`config.mk`:
```
export PLATFORM = sky130hd
export DESIGN_NAME = masu_ctrl
export DESIGN_NICKNAME = d
export VERILOG_FILES = /design/src/rtl/core/masu_pkg.sv /design/src/rtl/core/masu_ctrl.sv
export SDC_FILE = /design/constraint.sdc
export NUM_CORES = 1
export LEC_CHECK = 0
export BUFFER_PORTS_ARGS = -buffer_cell sky130_fd_sc_hd__buf_2
export CELL_PAD_IN_SITES_DETAIL_PLACEMENT = 0
export CELL_PAD_IN_SITES_GLOBAL_PLACEMENT = 1
export CORE_UTILIZATION = 28
export CTS_BUF_LIST = sky130_fd_sc_hd__clkbuf_16
export DETAILED_ROUTE_END_ITERATION = 6
export PLACE_DENSITY = 0.73
export SETUP_SLACK_MARGIN = 0.1
export SLEW_MARGIN = 15
export SYNTH_ARGS = -nofsm -noshare
export SYNTH_HDL_FRONTEND = slang
export SYNTH_SLANG_ARGS = --single-unit
```
`constraint.sdc`:
```
create_clock -name clk -period 1.75 [get_ports clk]
set_input_delay 0.2625 -clock clk [delete_from_list [all_inputs] [get_ports clk]]
set_output_delay 0.2625 -clock clk [all_outputs]
set_load 0.005 [all_outputs]
```
`src/rtl/core/masu_pkg.sv`:
```
// Shared types, constants and lookup functions for the motif affinity scanner.
package masu_pkg;

    localparam int MAX_MOTIF_DEF  = 32;
    localparam int COUNT_BITS_DEF = 24;
    localparam int SCORE_W        = 40;
    localparam int WIN_CNT_W      = 24;

    localparam logic [1:0] KIND_LOAD = 2'd0;
    localparam logic [1:0] KIND_BASE = 2'd1;
    localparam logic [1:0] KIND_END  = 2'd2;

    localparam logic [1:0] CFG_MOTIF_LENGTH = 2'd0;
    localparam logic [1:0] CFG_LN_R0        = 2'd1;
    localparam logic [1:0] CFG_OUTPUT_COUNT = 2'd2;

    localparam logic [7:0] CH_UA = 8'h41;
    localparam logic [7:0] CH_UC = 8'h43;
    localparam logic [7:0] CH_UG = 8'h47;
    localparam logic [7:0] CH_UT = 8'h54;
    localparam logic [7:0] CH_LA = 8'h61;
    localparam logic [7:0] CH_LC = 8'h63;
    localparam logic [7:0] CH_LG = 8'h67;
    localparam logic [7:0] CH_LT = 8'h74;

    localparam logic [3:0] EXP_LAST_BIT = 4'd11;
    localparam logic [5:0] SIG_DIV_STEPS = 6'd17;
    localparam logic [5:0] FIN_DIV_STEPS = 6'd41;

    typedef struct packed {
        logic [1:0]         kind;
        logic [7:0]         symbol;
        logic [4:0]         position;
        logic [1:0]         weight_base;
        logic signed [15:0] weight;
    } in_item_t;

    typedef struct packed {
        logic [SCORE_W-1:0]   score;
        logic [WIN_CNT_W-1:0] valid_windows;
    } out_item_t;

    typedef enum logic [3:0] {
        S_IDLE,
        S_CHECK,
        S_SUM,
        S_DRAIN,
        S_SIG_INIT,
        S_EXP_MUL,
        S_EXP_RND,
        S_SIG_DIVLD,
        S_SIG_DIV,
        S_SIG_DONE,
        S_COMB_MUL,
        S_COMB_ACC,
        S_END,
        S_FIN_DIV,
        S_OUT
    } state_t;

    typedef struct packed {
        logic accept;
        logic sum_clear;
        logic sum_step;
        logic sig_init;
        logic exp_mul;
        logic exp_round;
        logic sig_div_load;
        logic fin_div_load;
        logic div_step;
        logic sig_done;
        logic comb_mul;
        logic comb_acc;
        logic out_load;
    } cmd_t;

    typedef struct packed {
        logic window_ok;
        logic m_last;
        logic x_sat;
        logic k_last;
        logic div_done;
        logic sig_sel_c;
        logic cnt_zero;
        logic count_mode;
        logic out_free;
    } status_t;

    // valid flag in bit 2, base code in bits 1:0
    function automatic logic [2:0] base_code(input logic [7:0] ch);
        logic [2:0] r;
        case (ch)
            CH_UA, CH_LA: r = 3'b100;
            CH_UC, CH_LC: r = 3'b101;
            CH_UG, CH_LG: r = 3'b110;
            CH_UT, CH_LT: r = 3'b111;
            default:      r = 3'b000;
        endcase
        return r;
    endfunction

    // exp(-2^k/256) in Q0.32
    function automatic logic [31:0] exp_factor(input logic [3:0] k);
        logic [31:0] r;
        case (k)
            4'd0:    r = 32'd4278222805;
            4'd1:    r = 32'd4261543595;
            4'd2:    r = 32'd4228380000;
            4'd3:    r = 32'd4162825044;
            4'd4:    r = 32'd4034748382;
            4'd5:    r = 32'd3790295335;
            4'd6:    r = 32'd3344923893;
            4'd7:    r = 32'd2605029347;
            4'd8:    r = 32'd1580030169;
            4'd9:    r = 32'd581260615;
            4'd10:   r = 32'd78665070;
            4'd11:   r = 32'd1440801;
            default: r = 32'd0;
        endcase
        return r;
    endfunction

endpackage

```
`src/rtl/core/masu_ctrl.sv`:
```
// Controller state machine: sequences window scoring, sigmoid steps and end-of-sequence output.
module masu_ctrl (
    input  logic               clk,
    input  logic               rst_n,
    input  logic               in_valid,
    input  logic [1:0]         in_kind,
    output logic               in_ready,
    input  masu_pkg::status_t  status,
    output masu_pkg::cmd_t     cmd
);

    masu_pkg::state_t state_reg;
    masu_pkg::state_t state_next;

    always_ff @(posedge clk or negedge rst_n)
    begin
        if (!rst_n)
            state_reg <= masu_pkg::S_IDLE;
        else
            state_reg <= state_next;
    end

    always_comb
    begin
        state_next = state_reg;
        case (state_reg)
            masu_pkg::S_IDLE:
            begin
                if (in_valid && (in_kind == masu_pkg::KIND_BASE))
                    state_next = masu_pkg::S_CHECK;
                else if (in_valid && (in_kind == masu_pkg::KIND_END))
                    state_next = masu_pkg::S_END;
            end
            masu_pkg::S_CHECK:
                state_next = status.window_ok ? masu_pkg::S_SUM : masu_pkg::S_IDLE;
            masu_pkg::S_SUM:
                if (status.m_last)
                    state_next = masu_pkg::S_DRAIN;
            masu_pkg::S_DRAIN:
                state_next = masu_pkg::S_SIG_INIT;
            masu_pkg::S_SIG_INIT:
                state_next = status.x_sat ? masu_pkg::S_SIG_DONE : masu_pkg::S_EXP_MUL;
            masu_pkg::S_EXP_MUL:
                state_next = masu_pkg::S_EXP_RND;
            masu_pkg::S_EXP_RND:
                state_next = status.k_last ? masu_pkg::S_SIG_DIVLD : masu_pkg::S_EXP_MUL;
            masu_pkg::S_SIG_DIVLD:
                state_next = masu_pkg::S_SIG_DIV;
            masu_pkg::S_SIG_DIV:
                if (status.div_done)
                    state_next = masu_pkg::S_SIG_DONE;
            masu_pkg::S_SIG_DONE:
                state_next = status.sig_sel_c ? masu_pkg::S_COMB_MUL : masu_pkg::S_SIG_INIT;
            masu_pkg::S_COMB_MUL:
                state_next = masu_pkg::S_COMB_ACC;
            masu_pkg::S_COMB_ACC:
                state_next = masu_pkg::S_IDLE;
            masu_pkg::S_END:
                if (status.cnt_zero || status.count_mode)
                    state_next = masu_pkg::S_OUT;
                else
                    state_next = masu_pkg::S_FIN_DIV;
            masu_pkg::S_FIN_DIV:
                if (status.div_done)
                    state_next = masu_pkg::S_OUT;
            masu_pkg::S_OUT:
                if (status.out_free)
                    state_next = masu_pkg::S_IDLE;
            default:
                state_next = masu_pkg::S_IDLE;
        endcase
    end

    always_comb
    begin
        cmd      = '0;
        in_ready = 1'b0;
        case (state_reg)
            masu_pkg::S_IDLE:
            begin
                in_ready   = 1'b1;
                cmd.accept = in_valid;
            end
            masu_pkg::S_CHECK:     cmd.sum_clear = 1'b1;
            masu_pkg::S_SUM:       cmd.sum_step = 1'b1;
            masu_pkg::S_SIG_INIT:  cmd.sig_init = 1'b1;
            masu_pkg::S_EXP_MUL:   cmd.exp_mul = 1'b1;
            masu_pkg::S_EXP_RND:   cmd.exp_round = 1'b1;
            masu_pkg::S_SIG_DIVLD: cmd.sig_div_load = 1'b1;
            masu_pkg::S_SIG_DIV:   cmd.div_step = !status.div_done;
            masu_pkg::S_SIG_DONE:  cmd.sig_done = 1'b1;
            masu_pkg::S_COMB_MUL:  cmd.comb_mul = 1'b1;
            masu_pkg::S_COMB_ACC:  cmd.comb_acc = 1'b1;
            masu_pkg::S_END:
                cmd.fin_div_load = !(status.cnt_zero || status.count_mode);
            masu_pkg::S_FIN_DIV:   cmd.div_step = !status.div_done;
            masu_pkg::S_OUT:       cmd.out_load = status.out_free;
            default:               cmd = '0;
        endcase
    end

    a_one_div_source: assert property (@(posedge clk) disable iff (!rst_n)
        !(cmd.sig_div_load && cmd.fin_div_load))
        else $error("two divider loads at once");

    a_accept_from_idle: assert property (@(posedge clk) disable iff (!rst_n)
        (cmd.accept && (in_kind == masu_pkg::KIND_BASE)) |=> state_reg == masu_pkg::S_CHECK)
        else $error("base beat did not start a window check");

    a_ready_in_idle: assert property (@(posedge clk) disable iff (!rst_n)
        in_ready |-> (state_reg == masu_pkg::S_IDLE))
        else $error("input ready outside idle");

endmodule

```
-- Word-level counts from Yosys, hierarchy flattened
Index checks and enable logic that the tools add are counted.
- eq/ne operators: 21
- mux-type cells: 26
- reduce and logical (&&, ||, !) cells: 8
- operators by type and width (operator ; count):
    4-bit one-hot mux with 14 select lines ; 1
    4-bit 2-to-1 mux ; 8
    4-bit == test, second input constant ; 7
    4-bit by 3-bit == test with 1-bit output, second input constant ; 4
    1-bit 2-to-1 mux ; 14
    4-bit by 2-bit == test with 1-bit output, second input constant ; 2
    2-bit inequality test, second input constant ; 4
    2-bit 2-to-1 mux ; 3
    5-bit AND reduction ; 1
    4-bit by 1-bit == test with 1-bit output, second input constant ; 1
    4-bit zero test ; 1
    3-bit inequality test, second input constant ; 1
    2-bit by 1-bit == test with 1-bit output, second input constant ; 1
    2-bit == test, second input constant ; 1
    1-bit logical AND ; 2
    1-bit zero test ; 2
    2-bit OR reduction ; 1
    1-bit logical OR ; 1
- register bits after elaboration: 4

-- Longest topological paths before layout
- depth in word-level cells: 5
- depth in mapped cells: 7
- gate-level depth less buffers: 5

-- Worst setup path after synthesis
Ideal clock, no wire load.
- path type: register -> register
- from: reg state_reg[0]
- to: reg state_reg[3]
- arrival time: 1.318 ns
- required time: 1.625 ns
- path slack: 0.307 ns
- cell stages (with the launch flop): 7
- buffers on the path: 1
- cells stage by stage: dfrtp_1 -> buf_6 -> nor2b_1 -> nand3_1 -> o21ai_1 -> a221o_1 -> mux2_2
- longest elaborated chain between the ends: 3
- elaborated cells between the ends (all ways): 21
- ends and longest elaborated chain (item ; line ; source):
    start: declaration ; masu_ctrl.sv:12 ; masu_pkg::state_t state_reg;
    start signal: assignment ; masu_ctrl.sv:18 ; state_reg <= masu_pkg::S_IDLE;
    start signal: assignment ; masu_ctrl.sv:20 ; state_reg <= state_next;
    4-bit by 2-bit == test with 1-bit output (tied with other cells) ; masu_ctrl.sv:26 ; case (state_reg)
    2-bit inequality test (no source line) / 3-bit inequality test (equally long branches) ; n/a ;
    5-bit AND reduction (no source line) ; n/a ;
Parallel ways exist; a longest one is shown, timed or not.
A chain may end at the register's enable or synchronous reset.

==> reports/results.md <==
| Group | Result | Value |
|---|---|---|
| worst setup path | Critical path startpoint category | register |
| placed design | IO buf count | 27 |
| clock tree | Clock transition at path regs | 0.03 ns |
| global route | Vias in the first global route | 612 |
| global route | Initial antenna violation count | 0 |
| power | Power density of the placed cells | 1870 mW/mm² |
| drt | TritonRoute pass-1 iters | 4 |
| floorplan | I/O pin cnt | 28 |
| clock tree | Master cell of the clock root buffer | sky130_fd_sc_hd__clkbuf_16 |
| worst setup path | Worst Path Required | 1.49 ns |
| timing | Final hold violation count | 0 |
| worst setup path | CP Data Arrival Time | 1.44 ns |
| floorplan | Core footprint | 0.00175 mm² |
| drt | Number of nets with antenna violations after routing | 0 |
| power | Overall power after layout | 1.74 mW |
| yosys | Flop and latch count out of synthesis | 4 |
| global route | Leftover overflow at the end of global routing | 0 |
| min path | Path class of the lowest-slack min-delay path | in2reg |
| timing | Fin crit share | 97.1% |
| timing | Rel. slew slack | 79.5% |
| floorplan | Starting utilization of the core area | 30.4% |
| timing | Setup violations, final | 0 |
| worst setup path | Category of the most critical setup path | reg2out |
| floorplan | DIE AREA | 0.00207 mm² |
| layout | Antenna Diode Count | 0 |
| timing | Maximum clock skew at final layout | 0.00279 ns |
| worst setup path | Crit. End Element | primary output |
| floorplan | Standard-cell row count | 15 |
| yosys | Register area share after synthesis | 18.9% |
| clock tree | Number of buffers added by the clock tree synthesis step | 3 |
| yosys | Cell count after synthesis | 79 |
| placed design | RePlAce Congestion | 0.825 |
| yosys | Syn. warnings | 0 |
| global route | Global-route usage over all layers | 16.7% |
| clock tree | Number of buffers between clock root and the deepest sink | 2 |
| yosys | Net count after synthesis | 93 |
| layout | Flip-flop count of the largest register after layout | 4 |
| drt | Post-DR wirelength/cell | 11.9 µm |
| placed design | Cell area after placement | 726 µm² |
| layout | Count of non-filler cells in the finished layout | 146 |
| worst setup path | Highest fanout seen on the critical path | 5 |
| timing | Setup repair after global routing missed its margin | yes |
| placed design | Post-Place Setup Slack | 0.201 ns |
| placed design | Placed cell count | 134 |
| power | Largest vdd supply drop | 763 µV |
| floorplan | Horizontal die dimension | 45.5 µm |
| yosys | Syn Std Cell Area | 531 µm² |
| layout | Share of the core filled with cells in the final layout | 53.3% |
| layout | Net total in the final layout | 137 |
| timing | Final critical path time including I/O delays and setup | 1.70 ns |
| clock tree | CTS sink cnt | 4 |
| layout | Area added between synthesis and finish | 75.2% |
| timing | Total negative setup slack | 0 ns |
| timing | Final setup margin | 0.0510 ns |
| drt | Drt drc | 0 |
| layout | Post-route design area | 930 µm² |
| drt | Post-detailed-route via-to-cell ratio | 5.10 |
| floorplan | Die Span Y | 45.5 µm |
| global route | Global-route wire length before repair | 2540 µm |
| layout | Proportion of layout cells with a drive suffix above 1 | 49.6% |
| yosys | Unique cell type count in the Yosys netlist | 30 |
| clock tree | H-tree depth reported by CTS | 1 |
| timing | Final Max Tran Viols | 0 |
| global route | Pin count of the biggest net entering global routing | 14 |
| drt | DR vias | 745 |
| timing | Worst Hold Margin | 0.272 ns |
| timing | Slew of the pin with the lowest slew margin | 0.306 ns |
| yosys | Syn_area_per_cell | 6.72 µm² |
| drt | Iter 0 DRT Violations | 11 |
| drt | Total Wirelength | 1740 µm |
| placed design | DP HPWL | 1190 µm |
| run status | Run status | complete, no violations |
| timing | Achievable Freq | 589 MHz |
| run | Max_cap viols | 0 |
| power | Pleak | 0.449 nW |
| clock tree | Clock latency reported for the late side of the worst-skew pair | 0.22 ns |
| clock tree | TritonCTS clock tree | yes |
-- worst paths after layout --
kind	startpoint	to	slack (ns)	cells past startpoint
max in group asynchronous	rst_n	state_reg[1]	1.22	2
worst min register to register	state_reg[1]	state_reg[1]	0.79	3
worst max register to register	state_reg[2]	state_reg[3]	0.09	6
worst max-delay path	state_reg[2]	cmd[4]	0.05	4
min in group asynchronous	rst_n	state_reg[0]	0.38	2
worst min-delay path	status[4]	state_reg[0]	0.27	2
-- synth_stat cells --
master | count | share of area (%)
sky130_fd_sc_hd__nor4b_2 | 1 | 2.8
sky130_fd_sc_hd__a211o_1 | 1 | 1.7
sky130_fd_sc_hd__nor4_1 | 1 | 1.2
sky130_fd_sc_hd__or2_2 | 1 | 1.2
sky130_fd_sc_hd__mux2_2 | 1 | 2.1
sky130_fd_sc_hd__or3_1 | 1 | 1.2
sky130_fd_sc_hd__o21bai_1 | 2 | 2.8
sky130_fd_sc_hd__xor2_1 | 2 | 3.3
sky130_fd_sc_hd__nand2_1 | 8 | 5.7
sky130_fd_sc_hd__nand2b_1 | 3 | 3.5
sky130_fd_sc_hd__o21ai_1 | 1 | 0.94
sky130_fd_sc_hd__a21oi_1 | 8 | 7.5
sky130_fd_sc_hd__buf_2 | 4 | 3.8
sky130_fd_sc_hd__dfrtp_1 | 4 | 19
sky130_fd_sc_hd__inv_1 | 3 | 2.1
sky130_fd_sc_hd__a211oi_2 | 1 | 2.4
sky130_fd_sc_hd__nand3_1 | 2 | 1.9
sky130_fd_sc_hd__a221o_1 | 1 | 1.9
sky130_fd_sc_hd__buf_6 | 1 | 2.1
sky130_fd_sc_hd__o21ai_0 | 3 | 2.8
sky130_fd_sc_hd__mux2i_1 | 1 | 1.9
sky130_fd_sc_hd__nor2_1 | 13 | 9.2
sky130_fd_sc_hd__and2_1 | 2 | 2.4
sky130_fd_sc_hd__o22ai_1 | 1 | 1.2
sky130_fd_sc_hd__o32ai_1 | 1 | 1.7
sky130_fd_sc_hd__nor3_1 | 6 | 5.7
sky130_fd_sc_hd__nor2b_1 | 2 | 2.4
sky130_fd_sc_hd__nor3_2 | 1 | 1.9
sky130_fd_sc_hd__nand3b_1 | 2 | 2.8
sky130_fd_sc_hd__or2_1 | 1 | 1.2
-- cells in the final DEF, fill, tap and decap left out, types with 2 or more instances in the layout --
cell	synthesis	routed
sky130_fd_sc_hd__a21oi_1	8	6
sky130_fd_sc_hd__a21oi_2	0	2
sky130_fd_sc_hd__and2_1	2	2
sky130_fd_sc_hd__buf_2	4	27
sky130_fd_sc_hd__buf_4	0	12
sky130_fd_sc_hd__buf_6	1	4
sky130_fd_sc_hd__clkbuf_16	0	3
sky130_fd_sc_hd__dfrtp_2	0	3
sky130_fd_sc_hd__inv_1	3	3
sky130_fd_sc_hd__nand2_1	8	7
sky130_fd_sc_hd__nand2b_1	3	3
sky130_fd_sc_hd__nand3_1	2	2
sky130_fd_sc_hd__nand3b_1	2	2
sky130_fd_sc_hd__nor2_1	13	13
sky130_fd_sc_hd__nor2b_1	2	2
sky130_fd_sc_hd__nor3_1	6	6
sky130_fd_sc_hd__o21ai_0	3	3
sky130_fd_sc_hd__o21bai_1	2	2
-- layer usage --
| layer | share of wire [%] | GRT usage (%) | vias to the layer above |
|---|---|---|---|
| met3 | 7.4 | 3.97 | 4 |
| met4 | 1.4 | 5.45 | 0 |
| li1 | - | - | 359 |
| met2 | 47 | 28.3 | 40 |
| met1 | 44 | 20.4 | 342 |
| met5 | 0 | 0 | - |
-- power breakdown --
group	switching (mW)	total, mW	internal (mW)
combinational	0.560	1.16	0.598
clock	0.0615	0.353	0.292
sequential	0.0772	0.225	0.148
total	0.699	1.74	1.04
-- worst max-delay path, stage by stage (launching register included) --
cell and delay (ns):
sky130_fd_sc_hd__dfrtp_2 0.43, sky130_fd_sc_hd__buf_6 0.13, sky130_fd_sc_hd__xor2_2 0.14, sky130_fd_sc_hd__nor4b_2 0.34
sky130_fd_sc_hd__buf_2 0.18
-- layout make-up --
class / instances / area, µm²
fillers: 169 / 816
multi-input cells: 67 / 428
repair buffers: 44 / 280
flip-flops and latches: 4 / 104
clock buffers: 3 / 75.1
well taps: 25 / 31.3
inverters: 3 / 11.3
-- timing repair --
item                       in CTS  in global routing
hold buffers                    1                  0
hold endpoints to repair        4                  0
pin swaps                       1                  2
setup buffers                   1                  7
resized for setup               2                 15
setup endpoints to repair       2                  7
-- cells by family (layout without fill, tap and decap cells) --
kind of cell | count (synthesis) | in the layout | synth area share (%)
AOI/OAI and AO/OA | 19 | 19 | 22.9
and+or+nand+nor | 44 | 44 | 42.9
muxes | 2 | 2 | 4.01
buffers and inverters | 8 | 50 | 8.02
DFF | 4 | 4 | 18.9
xor gates and xnor gates | 2 | 2 | 3.30
No activity file was read; power rests on OpenSTA's default activity.
